--- src/hdl/smem_pkg.sv ---
// ----------------------------------------------------------------------------
// smem_pkg
// Types, constants and the logistic table generator of the sigmoid evaluator.
// ----------------------------------------------------------------------------
package smem_pkg;

  localparam int SAMPLE_W         = 16;
  localparam int SLOPE_W          = 13;
  localparam int DIFF_W           = SAMPLE_W + 1;
  localparam int ARG_W            = DIFF_W + SLOPE_W;
  localparam int GRADE_W          = 15;
  localparam int MEMB_W           = 16;
  // The argument a*(x-c) carries 16 fraction bits, so 8.0 sits at bit 19.
  localparam int FRAC_BITS        = 19;
  localparam int ONE_Q14          = 16384;
  localparam int CFG_ADDR_W       = 5;
  localparam int CFG_DATA_W       = 32;
  localparam int DEF_TABLE_POINTS = 64;
  localparam int NUM_STAGES       = 5;

  typedef logic signed [SAMPLE_W-1:0] sample_t;
  typedef logic signed [SLOPE_W-1:0]  slope_t;
  typedef logic [GRADE_W-1:0]         grade_t;
  typedef logic signed [MEMB_W-1:0]   membership_t;

  typedef enum logic [1:0] {
    MODE_SINGLE = 2'd0,
    MODE_DIFF   = 2'd1,
    MODE_PROD   = 2'd2
  } shape_mode_t;

  typedef enum logic [2:0] {
    REG_SHAPE_MODE = 3'd0,
    REG_SLOPE_ONE  = 3'd1,
    REG_CENTRE_ONE = 3'd2,
    REG_SLOPE_TWO  = 3'd3,
    REG_CENTRE_TWO = 3'd4
  } reg_idx_t;

  typedef struct packed {
    logic [1:0] shape_mode;
    slope_t     slope_one;
    sample_t    centre_one;
    slope_t     slope_two;
    sample_t    centre_two;
  } smem_cfg_t;

  // Per-stage load enables of the pipeline.
  typedef struct packed {
    logic s1;
    logic s2;
    logic s3;
    logic s4;
    logic s5;
  } smem_adv_t;

  // Unsigned quotient by restoring shift and subtract. Only evaluated at
  // elaboration while the constant table is built.
  function automatic logic [63:0] const_quot(input logic [63:0] num,
                                             input logic [63:0] dvs);
    logic [63:0] rem;
    logic [63:0] quo;
    rem = '0;
    quo = '0;
    for (int b = 63; b >= 0; b--) begin
      rem = {rem[62:0], num[b]};
      if (rem >= dvs) begin
        rem    = rem - dvs;
        quo[b] = 1'b1;
      end
    end
    return quo;
  endfunction

  // Logistic value at 8k/points in unsigned Q1.14. exp(u) is summed as a
  // truncated Taylor series in unsigned Q.32; a term stays zero once it
  // reaches zero. Only evaluated at elaboration to build the constant table.
  function automatic grade_t rom_entry(input int k, input int points);
    logic [63:0] one_v;
    logic [63:0] term;
    logic [63:0] sum;
    logic [63:0] den;
    one_v = 64'd1 << 32;
    term  = one_v;
    sum   = one_v;
    for (int n = 1; n < 100; n++) begin
      term = const_quot(term * 64'(8 * k), 64'(points) * 64'(n));
      sum  = sum + term;
    end
    den = sum + one_v;
    return GRADE_W'(const_quot(sum * 64'(ONE_Q14) + (den >> 1), den));
  endfunction

endpackage

--- src/hdl/smem_in_if.sv ---
// ----------------------------------------------------------------------------
// smem_in_if
// Sample channel with valid/ready handshake.
// ----------------------------------------------------------------------------
interface smem_in_if import smem_pkg::*; ();
  logic    valid;
  logic    ready;
  sample_t sample;

  modport source (output valid, output sample, input ready);
  modport sink (input valid, input sample, output ready);
endinterface

--- src/hdl/smem_out_if.sv ---
// ----------------------------------------------------------------------------
// smem_out_if
// Membership grade channel with valid/ready handshake.
// ----------------------------------------------------------------------------
interface smem_out_if import smem_pkg::*; ();
  logic        valid;
  logic        ready;
  membership_t membership;

  modport source (output valid, output membership, input ready);
  modport sink (input valid, input membership, output ready);
endinterface

--- src/hdl/smem_cfg_regs.sv ---
// ----------------------------------------------------------------------------
// smem_cfg_regs
// APB-style register file holding the mode, slopes and centres.
// ----------------------------------------------------------------------------
module smem_cfg_regs import smem_pkg::*; (
  input  logic                  clk,
  input  logic                  rst_n,
  input  logic                  psel,
  input  logic                  penable,
  input  logic                  pwrite,
  input  logic [CFG_ADDR_W-1:0] paddr,
  input  logic [CFG_DATA_W-1:0] pwdata,
  output logic [CFG_DATA_W-1:0] prdata,
  output logic                  pready,
  output smem_cfg_t             cfg
);

  smem_cfg_t cfg_r;
  smem_cfg_t cfg_nxt;
  reg_idx_t  reg_idx;
  logic      wr_en;

  assign pready  = 1'b1;
  assign reg_idx = reg_idx_t'(paddr[CFG_ADDR_W-1:2]);
  assign wr_en   = psel && penable && pwrite && pready;

  always_comb begin
    cfg_nxt = cfg_r;
    if (wr_en) begin
      unique case (reg_idx)
        REG_SHAPE_MODE: cfg_nxt.shape_mode = pwdata[1:0];
        REG_SLOPE_ONE:  cfg_nxt.slope_one  = slope_t'(pwdata[SLOPE_W-1:0]);
        REG_CENTRE_ONE: cfg_nxt.centre_one = sample_t'(pwdata[SAMPLE_W-1:0]);
        REG_SLOPE_TWO:  cfg_nxt.slope_two  = slope_t'(pwdata[SLOPE_W-1:0]);
        REG_CENTRE_TWO: cfg_nxt.centre_two = sample_t'(pwdata[SAMPLE_W-1:0]);
        default: ;
      endcase
    end
  end

  always_ff @(posedge clk) begin
    if (!rst_n) begin
      cfg_r.shape_mode <= MODE_SINGLE;
      cfg_r.slope_one  <= slope_t'(256);
      cfg_r.centre_one <= '0;
      cfg_r.slope_two  <= slope_t'(256);
      cfg_r.centre_two <= '0;
    end else begin
      cfg_r <= cfg_nxt;
    end
  end

  always_comb begin
    unique case (reg_idx)
      REG_SHAPE_MODE: prdata = CFG_DATA_W'(cfg_r.shape_mode);
      REG_SLOPE_ONE:  prdata = CFG_DATA_W'(unsigned'(cfg_r.slope_one));
      REG_CENTRE_ONE: prdata = CFG_DATA_W'(unsigned'(cfg_r.centre_one));
      REG_SLOPE_TWO:  prdata = CFG_DATA_W'(unsigned'(cfg_r.slope_two));
      REG_CENTRE_TWO: prdata = CFG_DATA_W'(unsigned'(cfg_r.centre_two));
      default:        prdata = '0;
    endcase
  end

  assign cfg = cfg_r;

endmodule

--- src/hdl/smem_sigmoid.sv ---
// ----------------------------------------------------------------------------
// smem_sigmoid
// Four-stage logistic evaluator: difference, slope product, table lookup,
// interpolation with saturation and mirroring.
// ----------------------------------------------------------------------------
module smem_sigmoid import smem_pkg::*; #(
  parameter int TABLE_POINTS = DEF_TABLE_POINTS
) (
  input  logic      clk,
  input  smem_adv_t adv,
  input  sample_t   sample,
  input  slope_t    slope,
  input  sample_t   centre,
  output grade_t    grade
);

  localparam int IDX_W = $clog2(TABLE_POINTS + 1);
  localparam int SCL_W = FRAC_BITS + IDX_W;
  localparam int MUL_W = GRADE_W + FRAC_BITS + 1;
  localparam logic signed [ARG_W-1:0] SAT_POS = ARG_W'(1) <<< FRAC_BITS;
  localparam logic signed [ARG_W-1:0] SAT_NEG = -SAT_POS;
  localparam logic [MUL_W-1:0] ROUND_HALF = MUL_W'(1) << (FRAC_BITS - 1);
  localparam grade_t GRADE_ONE = GRADE_W'(ONE_Q14);

  grade_t rom_c [TABLE_POINTS+1];

  for (genvar k = 0; k <= TABLE_POINTS; k++) begin : g_rom
    localparam grade_t ENTRY = rom_entry(k, TABLE_POINTS);
    assign rom_c[k] = ENTRY;
  end

  // Stage 1: x - c.
  logic signed [DIFF_W-1:0] diff_r;

  always_ff @(posedge clk) begin
    if (adv.s1) begin
      diff_r <= DIFF_W'(sample) - DIFF_W'(centre);
    end
  end

  // Stage 2: exact argument a*(x-c).
  logic signed [ARG_W-1:0] arg_r;

  always_ff @(posedge clk) begin
    if (adv.s2) begin
      arg_r <= ARG_W'(slope) * ARG_W'(diff_r);
    end
  end

  // Stage 3: saturation flags, table index, lookup and remainder.
  logic                    sat_hi;
  logic                    sat_lo;
  logic                    neg;
  logic [ARG_W-1:0]        abs_arg;
  logic [FRAC_BITS-1:0]    mag;
  logic [SCL_W-1:0]        scaled;
  logic [IDX_W-1:0]        idx;
  grade_t                  lo;
  grade_t                  hi;
  grade_t                  step;

  assign sat_hi  = arg_r >= SAT_POS;
  assign sat_lo  = arg_r <= SAT_NEG;
  assign neg     = arg_r[ARG_W-1];
  assign abs_arg = neg ? ARG_W'(-arg_r) : ARG_W'(arg_r);
  assign mag     = abs_arg[FRAC_BITS-1:0];
  assign scaled  = SCL_W'(mag) * SCL_W'(TABLE_POINTS);
  assign idx     = scaled[SCL_W-1:FRAC_BITS];
  assign lo      = rom_c[idx];
  assign hi      = rom_c[IDX_W'(idx + 1'b1)];
  assign step    = (hi >= lo) ? GRADE_W'(hi - lo) : '0;

  logic                 sat_hi_r;
  logic                 sat_lo_r;
  logic                 neg_r;
  grade_t               lo_r;
  grade_t               step_r;
  logic [FRAC_BITS-1:0] rem_r;

  always_ff @(posedge clk) begin
    if (adv.s3) begin
      sat_hi_r <= sat_hi;
      sat_lo_r <= sat_lo;
      neg_r    <= neg;
      lo_r     <= lo;
      step_r   <= step;
      rem_r    <= scaled[FRAC_BITS-1:0];
    end
  end

  // Stage 4: rounded interpolation, then saturation and s(-u) = 1 - s(u).
  logic [MUL_W-1:0] prod;
  logic [MUL_W-1:0] rnd;
  grade_t           interp;
  grade_t           grade_nxt;
  grade_t           grade_r;

  assign prod   = MUL_W'(step_r) * MUL_W'(rem_r);
  assign rnd    = prod + ROUND_HALF;
  assign interp = GRADE_W'(lo_r + rnd[FRAC_BITS +: GRADE_W]);

  always_comb begin
    if (sat_hi_r) begin
      grade_nxt = GRADE_ONE;
    end else if (sat_lo_r) begin
      grade_nxt = '0;
    end else if (neg_r) begin
      grade_nxt = GRADE_W'(GRADE_ONE - interp);
    end else begin
      grade_nxt = interp;
    end
  end

  always_ff @(posedge clk) begin
    if (adv.s4) begin
      grade_r <= grade_nxt;
    end
  end

  assign grade = grade_r;

endmodule

--- src/hdl/smem_combine.sv ---
// ----------------------------------------------------------------------------
// smem_combine
// Output stage: selects, subtracts or multiplies the two grades.
// ----------------------------------------------------------------------------
module smem_combine import smem_pkg::*; (
  input  logic        clk,
  input  smem_adv_t   adv,
  input  logic [1:0]  shape_mode,
  input  grade_t      grade_one,
  input  grade_t      grade_two,
  output membership_t membership
);

  localparam int PROD_W = 2 * GRADE_W;
  localparam logic [PROD_W-1:0] HALF_Q14 = PROD_W'(ONE_Q14 / 2);

  membership_t       diff;
  logic [PROD_W-1:0] prod;
  logic [PROD_W-1:0] rnd;
  membership_t       memb_nxt;
  membership_t       memb_r;

  assign diff = $signed({1'b0, grade_one}) - $signed({1'b0, grade_two});
  assign prod = PROD_W'(grade_one) * PROD_W'(grade_two);
  assign rnd  = prod + HALF_Q14;

  // Unused mode code behaves as the single sigmoid.
  always_comb begin
    case (shape_mode)
      MODE_DIFF: memb_nxt = diff;
      MODE_PROD: memb_nxt = $signed(rnd[14 +: MEMB_W]);
      default:   memb_nxt = $signed({1'b0, grade_one});
    endcase
  end

  always_ff @(posedge clk) begin
    if (adv.s5) begin
      memb_r <= memb_nxt;
    end
  end

  assign membership = memb_r;

endmodule

--- src/hdl/sigmoid_membership_eval.sv ---
// ----------------------------------------------------------------------------
// sigmoid_membership_eval
// Fuzzy sigmoid membership evaluator: single, difference or product of two
// logistic curves of a Q7.8 sample, giving a signed Q1.14 membership grade.
// Usage: samples arrive on in_ch (valid/ready) and grades leave on out_ch.
// Every sample gives exactly one grade, in order. The APB-style port sets
// mode, slopes and centres; write it only while no transaction is in flight.
// Throughput is one sample per cycle while the receiver keeps ready high.
// Each sample walks through five register stages (difference, slope
// product, table lookup, interpolation, combine). A stalled receiver
// holds the output register and stages fill in behind it; input ready
// drops only once every stage is full.
// Reset clears all stage valid bits and loads the register reset values.
// The logistic table is constant logic, so no clearing pass follows reset.
// ----------------------------------------------------------------------------
module sigmoid_membership_eval import smem_pkg::*; #(
  parameter int TABLE_POINTS = DEF_TABLE_POINTS
) (
  input  logic                  clk,
  input  logic                  rst_n,
  smem_in_if.sink               in_ch,
  smem_out_if.source            out_ch,
  input  logic                  psel,
  input  logic                  penable,
  input  logic                  pwrite,
  input  logic [CFG_ADDR_W-1:0] paddr,
  input  logic [CFG_DATA_W-1:0] pwdata,
  output logic [CFG_DATA_W-1:0] prdata,
  output logic                  pready
);

  smem_cfg_t cfg;

  // Configuration registers. They feed every stage directly, so the user must
  // only change them while the pipeline is empty; no logic here enforces it.
  smem_cfg_regs u_cfg_regs (
    .clk     (clk),
    .rst_n   (rst_n),
    .psel    (psel),
    .penable (penable),
    .pwrite  (pwrite),
    .paddr   (paddr),
    .pwdata  (pwdata),
    .prdata  (prdata),
    .pready  (pready),
    .cfg     (cfg)
  );

  // One valid bit per stage; the last one is the output register's.
  logic [NUM_STAGES-1:0] vld_r;
  logic [NUM_STAGES-1:0] vld_nxt;
  smem_adv_t             adv;

  // A stage loads when it is empty or when the stage after it loads, so
  // bubbles collapse and a stall only backs up as far as full stages go.
  assign adv.s5 = !vld_r[4] || out_ch.ready;
  assign adv.s4 = !vld_r[3] || adv.s5;
  assign adv.s3 = !vld_r[2] || adv.s4;
  assign adv.s2 = !vld_r[1] || adv.s3;
  assign adv.s1 = !vld_r[0] || adv.s2;

  assign in_ch.ready = adv.s1;

  always_comb begin
    vld_nxt = vld_r;
    if (adv.s1) vld_nxt[0] = in_ch.valid;
    if (adv.s2) vld_nxt[1] = vld_r[0];
    if (adv.s3) vld_nxt[2] = vld_r[1];
    if (adv.s4) vld_nxt[3] = vld_r[2];
    if (adv.s5) vld_nxt[4] = vld_r[3];
  end

  always_ff @(posedge clk) begin
    if (!rst_n) begin
      vld_r <= '0;
    end else begin
      vld_r <= vld_nxt;
    end
  end

  // Two logistic evaluators run side by side on the same sample. The
  // second one is computed in every mode and simply ignored in single mode.
  grade_t grade_one;
  grade_t grade_two;

  smem_sigmoid #(
    .TABLE_POINTS (TABLE_POINTS)
  ) u_sigmoid_one (
    .clk    (clk),
    .adv    (adv),
    .sample (in_ch.sample),
    .slope  (cfg.slope_one),
    .centre (cfg.centre_one),
    .grade  (grade_one)
  );

  smem_sigmoid #(
    .TABLE_POINTS (TABLE_POINTS)
  ) u_sigmoid_two (
    .clk    (clk),
    .adv    (adv),
    .sample (in_ch.sample),
    .slope  (cfg.slope_two),
    .centre (cfg.centre_two),
    .grade  (grade_two)
  );

  // Final stage: mode selection, doubling as the output register.
  smem_combine u_combine (
    .clk        (clk),
    .adv        (adv),
    .shape_mode (cfg.shape_mode),
    .grade_one  (grade_one),
    .grade_two  (grade_two),
    .membership (out_ch.membership)
  );

  assign out_ch.valid = vld_r[4];

endmodule

--- src/flat_wrapper.sv ---
// flat-port wrapper written by rule: the top's interface ports become plain ports
module sigmoid_membership_eval_flat import smem_pkg::*;
#(
  parameter int TABLE_POINTS = DEF_TABLE_POINTS
)
  (clk, rst_n, psel, penable, pwrite, paddr, pwdata, prdata, pready, in_ch_valid, in_ch_sample, in_ch_ready, out_ch_valid, out_ch_membership, out_ch_ready);
  smem_in_if in_ch_i ();
  smem_out_if out_ch_i ();
  input  logic clk;
  input  logic rst_n;
  input  logic psel;
  input  logic penable;
  input  logic pwrite;
  input  logic [CFG_ADDR_W-1:0] paddr;
  input  logic [CFG_DATA_W-1:0] pwdata;
  output logic [CFG_DATA_W-1:0] prdata;
  output logic pready;
  input wire logic [$bits(in_ch_i.valid)-1:0] in_ch_valid;
  input wire logic [$bits(in_ch_i.sample)-1:0] in_ch_sample;
  output wire logic [$bits(in_ch_i.ready)-1:0] in_ch_ready;
  output wire logic [$bits(out_ch_i.valid)-1:0] out_ch_valid;
  output wire logic [$bits(out_ch_i.membership)-1:0] out_ch_membership;
  input wire logic [$bits(out_ch_i.ready)-1:0] out_ch_ready;
  assign in_ch_i.valid = in_ch_valid;
  assign in_ch_i.sample = in_ch_sample;
  assign in_ch_ready = in_ch_i.ready;
  assign out_ch_valid = out_ch_i.valid;
  assign out_ch_membership = out_ch_i.membership;
  assign out_ch_i.ready = out_ch_ready;
  sigmoid_membership_eval #(.TABLE_POINTS(TABLE_POINTS)) u_core (.clk(clk), .rst_n(rst_n), .in_ch(in_ch_i), .out_ch(out_ch_i), .psel(psel), .penable(penable), .pwrite(pwrite), .paddr(paddr), .pwdata(pwdata), .prdata(prdata), .pready(pready));
endmodule
--- config.mk ---
export PLATFORM = sky130hd
export DESIGN_NAME = sigmoid_membership_eval_flat
export DESIGN_NICKNAME = d
export VERILOG_FILES = /design/src/hdl/smem_pkg.sv /design/src/hdl/smem_in_if.sv /design/src/hdl/smem_out_if.sv /design/src/hdl/smem_cfg_regs.sv /design/src/hdl/smem_sigmoid.sv /design/src/hdl/smem_combine.sv /design/src/hdl/sigmoid_membership_eval.sv /design/src/flat_wrapper.sv
export SDC_FILE = /design/constraint.sdc
export NUM_CORES = 2
export LEC_CHECK = 0
export ABC_AREA = 1
export BUFFER_PORTS_ARGS = -buffer_cell sky130_fd_sc_hd__clkbuf_2
export CAP_MARGIN = 0
export CORE_MARGIN = 8
export CORE_UTILIZATION = 60
export CTS_CLUSTER_SIZE = 10
export DETAILED_ROUTE_END_ITERATION = 16
export GPL_ROUTABILITY_DRIVEN = 1
export GPL_TIMING_DRIVEN = 0
export HOLD_SLACK_MARGIN = 0.06
export PLACE_DENSITY = 0.86
export SLEW_MARGIN = 20
export SYNTH_ARGS = -nofsm -noshare
export SYNTH_HDL_FRONTEND = slang
export SYNTH_SLANG_ARGS = --single-unit
--- constraint.sdc ---
create_clock -name clk -period 9.5 [get_ports clk]
set_input_delay 1.425 -clock clk [delete_from_list [all_inputs] [get_ports clk]]
set_output_delay 1.425 -clock clk [all_outputs]
set_load 0.005 [all_outputs]
**Word level (Yosys, flattened, before mapping)**

Memory sizes are Yosys's and may differ from the RTL's.
Cells that the tools add are included.

- Register bits after elaboration: 297
- Bits in read-only memories: 7680
- Input bits: 60
- Output and inout port bits: 51
- Logic and storage cells: 112
- Memories kept: 4

- $add $sub $neg: 16
- Multipliers: 5
- $lt $le $gt $ge: 10
- Eq/ne operators: 6
- Muxes and demuxes: 16
- Bitwise gates (word level): 4
- Reductions and logical operators: 20

Memory list:

| name | words | width | read ports | clocked after memory_dff | wr ports | RTL line | text |
|---|---|---|---|---|---|---|---|
| (name not given) | 128 | 15 | 1 | 0 | 0 | smem_sigmoid.sv:70 | `assign hi = rom_c[IDX_W'(idx + 1'b1)];` |
| (name not given) | 128 | 15 | 1 | 0 | 0 | smem_sigmoid.sv:69 | `assign lo = rom_c[idx];` |
| (name not given) | 128 | 15 | 1 | 0 | 0 | smem_sigmoid.sv:70 |  |
| (name not given) | 128 | 15 | 1 | 0 | 0 | smem_sigmoid.sv:69 |  |

Operators by type and width:

| cell | number |
|---|---|
| two-way mux 15 bit | 12 |
| case mux 16 bit (5 select lines) | 1 |
| adder 34 x 19 -> 34 bit, second input constant | 2 |
| >= comparator 30 x 21 -> 1 bit, second input constant | 2 |
| <= comparator 30 x 20 -> 1 bit, second input constant | 2 |
| multiplier 13 x 17 -> 30 bit | 2 |
| multiplier 15 x 13 -> 28 bit | 2 |
| two-way mux 19 bit | 2 |
| negation 19 bit | 2 |
| subtractor 16 x 16 -> 17 bit | 2 |
| >= comparator 8 bit, second input constant | 4 |
| case mux 16 bit (2 select lines) | 1 |
| adder 15 bit | 2 |
| adder 30 x 14 -> 30 bit, second input constant | 1 |
| >= comparator 15 bit | 2 |
| multiplier 15 x 15 -> 30 bit | 1 |
| subtractor 15 bit | 2 |
| subtractor 15 bit, first input constant | 2 |
| NOT 6 -> 8 bit | 2 |
| NOT 7 -> 8 bit | 2 |
| subtractor 15 x 15 -> 16 bit | 1 |
| adder 6 x 1 -> 7 bit, second input constant | 2 |
| AND reduction 2 bit | 5 |
| == test 3 x 2 -> 1 bit, second input constant | 2 |
| 9 further kinds | 19 |

**Logic depth before layout (Yosys ltp)**

- Word-level depth: 8
- Gate-level depth with buffers: 48
- Depth with buffers taken out: 47

**By module**

A second synthesis with hierarchy kept.

- Cells, all modules: 7855
- Area, all modules: 59032.9 um^2

Modules (own cells, without submodules):

| module | instances | cells an instance | area each (um^2) | seq. area each (um^2) |
|---|---|---|---|---|
| smem_sigmoid at u_core.u_sigmoid_two | 1 | 3028 | 23243.5 | 3183.1 |
| smem_sigmoid at u_core.u_sigmoid_one | 1 | 2971 | 22854.4 | 3183.1 |
| smem_combine | 1 | 1323 | 9598.0 | 480.5 |
| smem_cfg_regs | 1 | 511 | 3138.0 | 1201.2 |
| sigmoid_membership_eval | 1 | 22 | 198.9 | 100.1 |

**Worst setup path before layout**

OpenSTA, ideal clock, no wires.

- Kind: register to register
- From: reg u_core.u_sigmoid_one.rem_r[7]
- To: reg u_core.u_sigmoid_one.grade_r[14] (netlist: u_core.u_sigmoid_one.grade[14]), data pin
- Setup time: 253 ps
- Arrival: 6931 ps
- Required time: 9247 ps
- Path slack: 2316 ps
- Cell stages (with the launch flop): 45
- Buffers on the path: 1
- Clock period less this slack: 7184 ps
- Cell sequence: edfxtp_1 -> clkbuf_1 -> nand2_1 -> inv_1 -> fa_1 -> inv_1 -> fa_1 -> inv_1 -> fa_1 -> inv_1 -> fa_1 -> inv_1 -> fa_1 -> ha_1 -> nand2_1 -> inv_1 -> a21oi_1 -> nand2_1 -> [... 9 more ...] -> inv_1 -> nor3_1 -> nor2_1 -> ha_1 -> inv_1 -> nor3_1 -> nand3_1 -> nand4_1 -> xnor2_1 -> inv_1 -> nor2_1 -> inv_1 -> nor2_1 -> nand3_1 -> nor2_1 -> nand2_1 -> nand3_1 -> nand2_1

- Cells in the longest elaborated chain, start to end: 6

RTL lines:

| item | RTL line | text |
|---|---|---|
| from (decl) | smem_sigmoid.sv:78 | `logic [FRAC_BITS-1:0] rem_r;` |
| from (signal assigned) | smem_sigmoid.sv:87 | `rem_r <= scaled[FRAC_BITS-1:0];` |
| multiplier 15 x 13 -> 28 bit * | smem_sigmoid.sv:98 | `assign prod = MUL_W'(step_r) * MUL_W'(rem_r);` |
| adder 34 x 19 -> 34 bit * | smem_sigmoid.sv:99 | `assign rnd = prod + ROUND_HALF;` |
| adder 15 bit * | smem_sigmoid.sv:100 | `assign interp = GRADE_W'(lo_r + rnd[FRAC_BITS +: GRADE_W]);` |
| subtractor 15 bit | smem_sigmoid.sv:108 | `grade_nxt = GRADE_W'(GRADE_ONE - interp);` |
| two-way mux 15 bit * | smem_sigmoid.sv:107 | `end else if (neg_r) begin` |
| two-way mux 15 bit * | smem_sigmoid.sv:105 | `end else if (sat_lo_r) begin` |
| to (signal assigned) | smem_sigmoid.sv:116 | `grade_r <= grade_nxt;` |
| to (decl) | smem_sigmoid.sv:96 | `grade_t grade_r;` |

Every way passes the cells marked *; elsewhere a longest branch is shown, timed or not.
A chain may end at the register's enable or synchronous reset.

**Final worst setup path**

- From: reg u_core.u_sigmoid_one.rem_r[13]
- To: reg u_core.u_sigmoid_one.grade_r[14] (netlist: u_core.u_sigmoid_one.grade[14]), data pin

The elaborated chain is that of the path after synthesis.

==> run_results.csv <==
group,metric,value,unit
outcome,status,"finished clean",
logic_synthesis,postSynthCellCount,7456,
die,core_region_area,95000,µm²
cells_and_area,drive_gt1_frac,0.0420,
global_routing,grt_max_degree,54,
die,initial_core_util,0.606,
sta,fmax,118,MHz
drt,drt_iter0_markers,4617,
drt,firstDrtPassIters,6,
die,die_x,326,µm
clock_network,cts_sinks,293,
worst_setup_path,cp_max_fo,10,
logic_synthesis,ys.warnings.count,0,
worst_hold_path,hold_class,"flop to flop",
clock_network,cts_tree,"yes",
drt,viasPerCell,5.58,
cells_and_area,seqCellArea,8150,µm²
clock_network,cts_root_buffer,"clkbuf_16",
logic_synthesis,avgSynthCellArea,7.72,µm²
logic_synthesis,synth-main-ff-cell,"edfxtp_1",
place,hpwl,129,mm
sta,hold_viol,0,
die,rows,113,
clock_network,clkLatencyLatePin,610,ps
place,gp_congestion,0.974,
sta,max_slew_margin,0.353,
logic_synthesis,synth_top_cells_by_count,"nand2_1 (1,832), inv_1 (1,820), fa_1 (871), ha_1 (529), nor2_1 (340)",
drt,wl,155,mm
clock_network,postCtsSetupBuffers,0,
sta,slew_violations,0,
power,sw_frac_of_total,0.578,
worst_setup_path,required,9830,ps
job,drv_cap,0,
clock_network,clk_pin_slew,60,ps
worst_setup_path,crit_type,"flop to flop",
logic_synthesis,ys_types,68,
die,die_h,326,µm
power,combPwrFrac,0.801,
worst_setup_path,endpoint_kind,"flop",
power,p_int,7.92,mW
worst_setup_path,worstPathArrival,8810,ps
cells_and_area,multi_input_area,41400,µm²
logic_synthesis,netlist.area_leader.share,0.303,
power,p_leak,32.9,nW
clock_network,cts_resized,0,
die,dieArea,106000,µm²
power,max-vdd-ir-drop,316,µV
sta,fin_crit_sh,0.892,
clock_network,clockBufferDepth,3,
sta,finalSetupViolCount,0,
clock_network,h-tree-depth,2,
power,clkPwrFrac,0.077,
drt,wl_per_cell,17.4,µm
logic_synthesis,syn_area,57500,µm²
clock_network,cts_hold_buf,0,
logic_synthesis,synth_most_common_cell,"nand2_1",
place,port-buffer-count,75,
drt,drtAntennaViolNets,0,
global_routing,track_usage,0.290,
cells_and_area,nets,9051,
logic_synthesis,yosysSeqAreaShare,0.142,
worst_setup_path,critPathMostFrequentCell,"nand2_1",
cells_and_area,n_fill_cell,8042,
worst_setup_path,cp_slowest_cell,"edfxtp_1",
cells_and_area,syn_to_final_growth,5.80,%
power,power_frac_seq,0.122,
logic_synthesis,synthTopCellsByArea,"fa_1 (30%), nand2_1 (12%), edfxtp_1 (12%), inv_1 (12%), ha_1 (12%)",
global_routing,overflow,0,
drt,drc,0,
sta,finalClockSkew,40.9,ps
logic_synthesis,yosysTopAreaCell,"fa_1",
drt,vias,49600,
sta,worst_pin_slew,970,ps
worst_setup_path,worst-r2r-setup-slack,1020,ps
worst_setup_path,slowest_delay,590,ps
logic_synthesis,synth_edf_count,228,
global_routing,grt_pass1_wl,254,mm
sta,rsz0062_at_grt,"false",
logic_synthesis,synth-async-reset-ratio,0,
worst_setup_path,cp-start-kind,"flop",
power,p_switching,10.8,mW
global_routing,first_global_vias,50900,
logic_synthesis,synth_seq_cells,293,
power,powerDensity,308,nW/µm²
clock_network,cts_buffers,40,
sta,fin_setup_tns,0,ps
power,finalPower,18.7,mW
global_routing,antenna_found_initial,7,
sta,period_minus_slack,8480,ps
die,io_pins,111,
[power groups by stage]
stage / clock [mW] / sequential (mW) / combinational [mW]
after floorplan: 0 / 2.10 / 11.1
after global placement: 0 / 2.28 / 14.3
after detailed placement: 0 / 2.29 / 14.7
after CTS: 1.47 / 2.27 / 14.8
after global routing: 1.51 / 2.30 / 16.8
final: 1.45 / 2.29 / 15.0
[critical path: cells and delay by family, from the launching register on]
kind | cells | cell delay (ps)
buffers and inverters | 7 | 940
adder cells (fa/ha/maj) | 7 | 3210
XOR/XNOR | 2 | 600
flip-flops | 1 | 590
AND/OR/NAND/NOR | 19 | 2410
AO/OA/AOI/OAI | 2 | 450
[metal layers]
metal  up-vias  GRT usage  wire, µm
li1      22800          -         -
met1     23800      0.368     59500
met2      2465      0.495     74400
met3       518     0.0381     13300
met4         0      0.130      7790
met5         -          0         0
[through the flow]
step	instance area, µm²	worst slack, ps	std cells	hold WS [ps]	util
final	60900	1020	8886	462	0.641
after floorplan	57600	2320	7471	421	-
after global placement	59600	559	8811	442	0.627
after global routing	60900	406	8886	467	0.641
after detailed placement	59600	1180	8814	446	0.628
after CTS	60900	1120	8881	458	0.641
[worst paths after layout]
kind / endpoint / cells after the start / from
min: u_core.u_sigmoid_two.rem_r[6] / 0 / u_core.u_sigmoid_two.arg_r[0]
max: u_core.u_sigmoid_one.grade[14] / 37 / u_core.u_sigmoid_one.rem_r[13]
min reg2reg: u_core.u_sigmoid_two.rem_r[6] / 0 / u_core.u_sigmoid_two.arg_r[0]
max reg2reg: u_core.u_sigmoid_one.grade[14] / 37 / u_core.u_sigmoid_one.rem_r[13]
[logic make-up (layout without fill, tap and decap cells)]
family                   count (synthesis)  count (layout)  share of synthesized area
AND/OR/NAND/NOR                       2675            2675                      0.192
buffers and inverters                 2105            2250                      0.141
adder cells (fa/ha/maj)               1400            1400                      0.418
AO/OA/AOI/OAI                          787             787                     0.0762
flip-flops                             293             293                      0.142
XOR/XNOR                               194             194                     0.0309
other                                    2              22                   0.000131
[sequential cells by signal, indices dropped and copies added, names as in the netlist, 15 cells and up]
signal / cells
u_core.u_sigmoid_two.diff_r: 17
u_core.u_combine.membership: 16
u_core.u_sigmoid_one.diff_r: 17
u_core.u_sigmoid_one.arg_r: 30
u_core.u_sigmoid_two.grade: 15
u_core.u_sigmoid_one.step_r: 15
u_core.u_sigmoid_two.arg_r: 30
u_core.u_sigmoid_one.grade: 15
u_core.u_sigmoid_two.step_r: 15
u_core.u_cfg_regs.cfg: 60
[placed cells by master, fill, tap and decap left out, drive strengths merged, types with 16 or more instances in the layout]
cell type  synthesis  final
xnor2             61     61
dfxtp             65     65
nor4              16     16
buf               76     79
inv             1839   1843
nand3b            16     16
o21ai            293    293
edfxtp           228    228
nand3            265    265
or2               49     49
conb               2     17
nand4             35     35
a31oi             27     27
nand2           1851   1851
nor2             360    360
o211ai            27     27
o2111ai           16     16
clkbuf           186    315
fa               871    871
a21oi            334    334
nor3              70     70
xor2             133    133
ha               529    529
[final cells by class]
cell class	count	share of cell area
inverter	1843	0.114
multi-input combinational	5073	0.679
sequential	293	0.134
timing repair buffer	78	0.00740
buffer	262	0.0192
tap	1265	0.0260
clock buffer	54	0.0178
antenna	5	0.000206
clock inverter	13	0.00230
(Power assumes the default switching activity.)
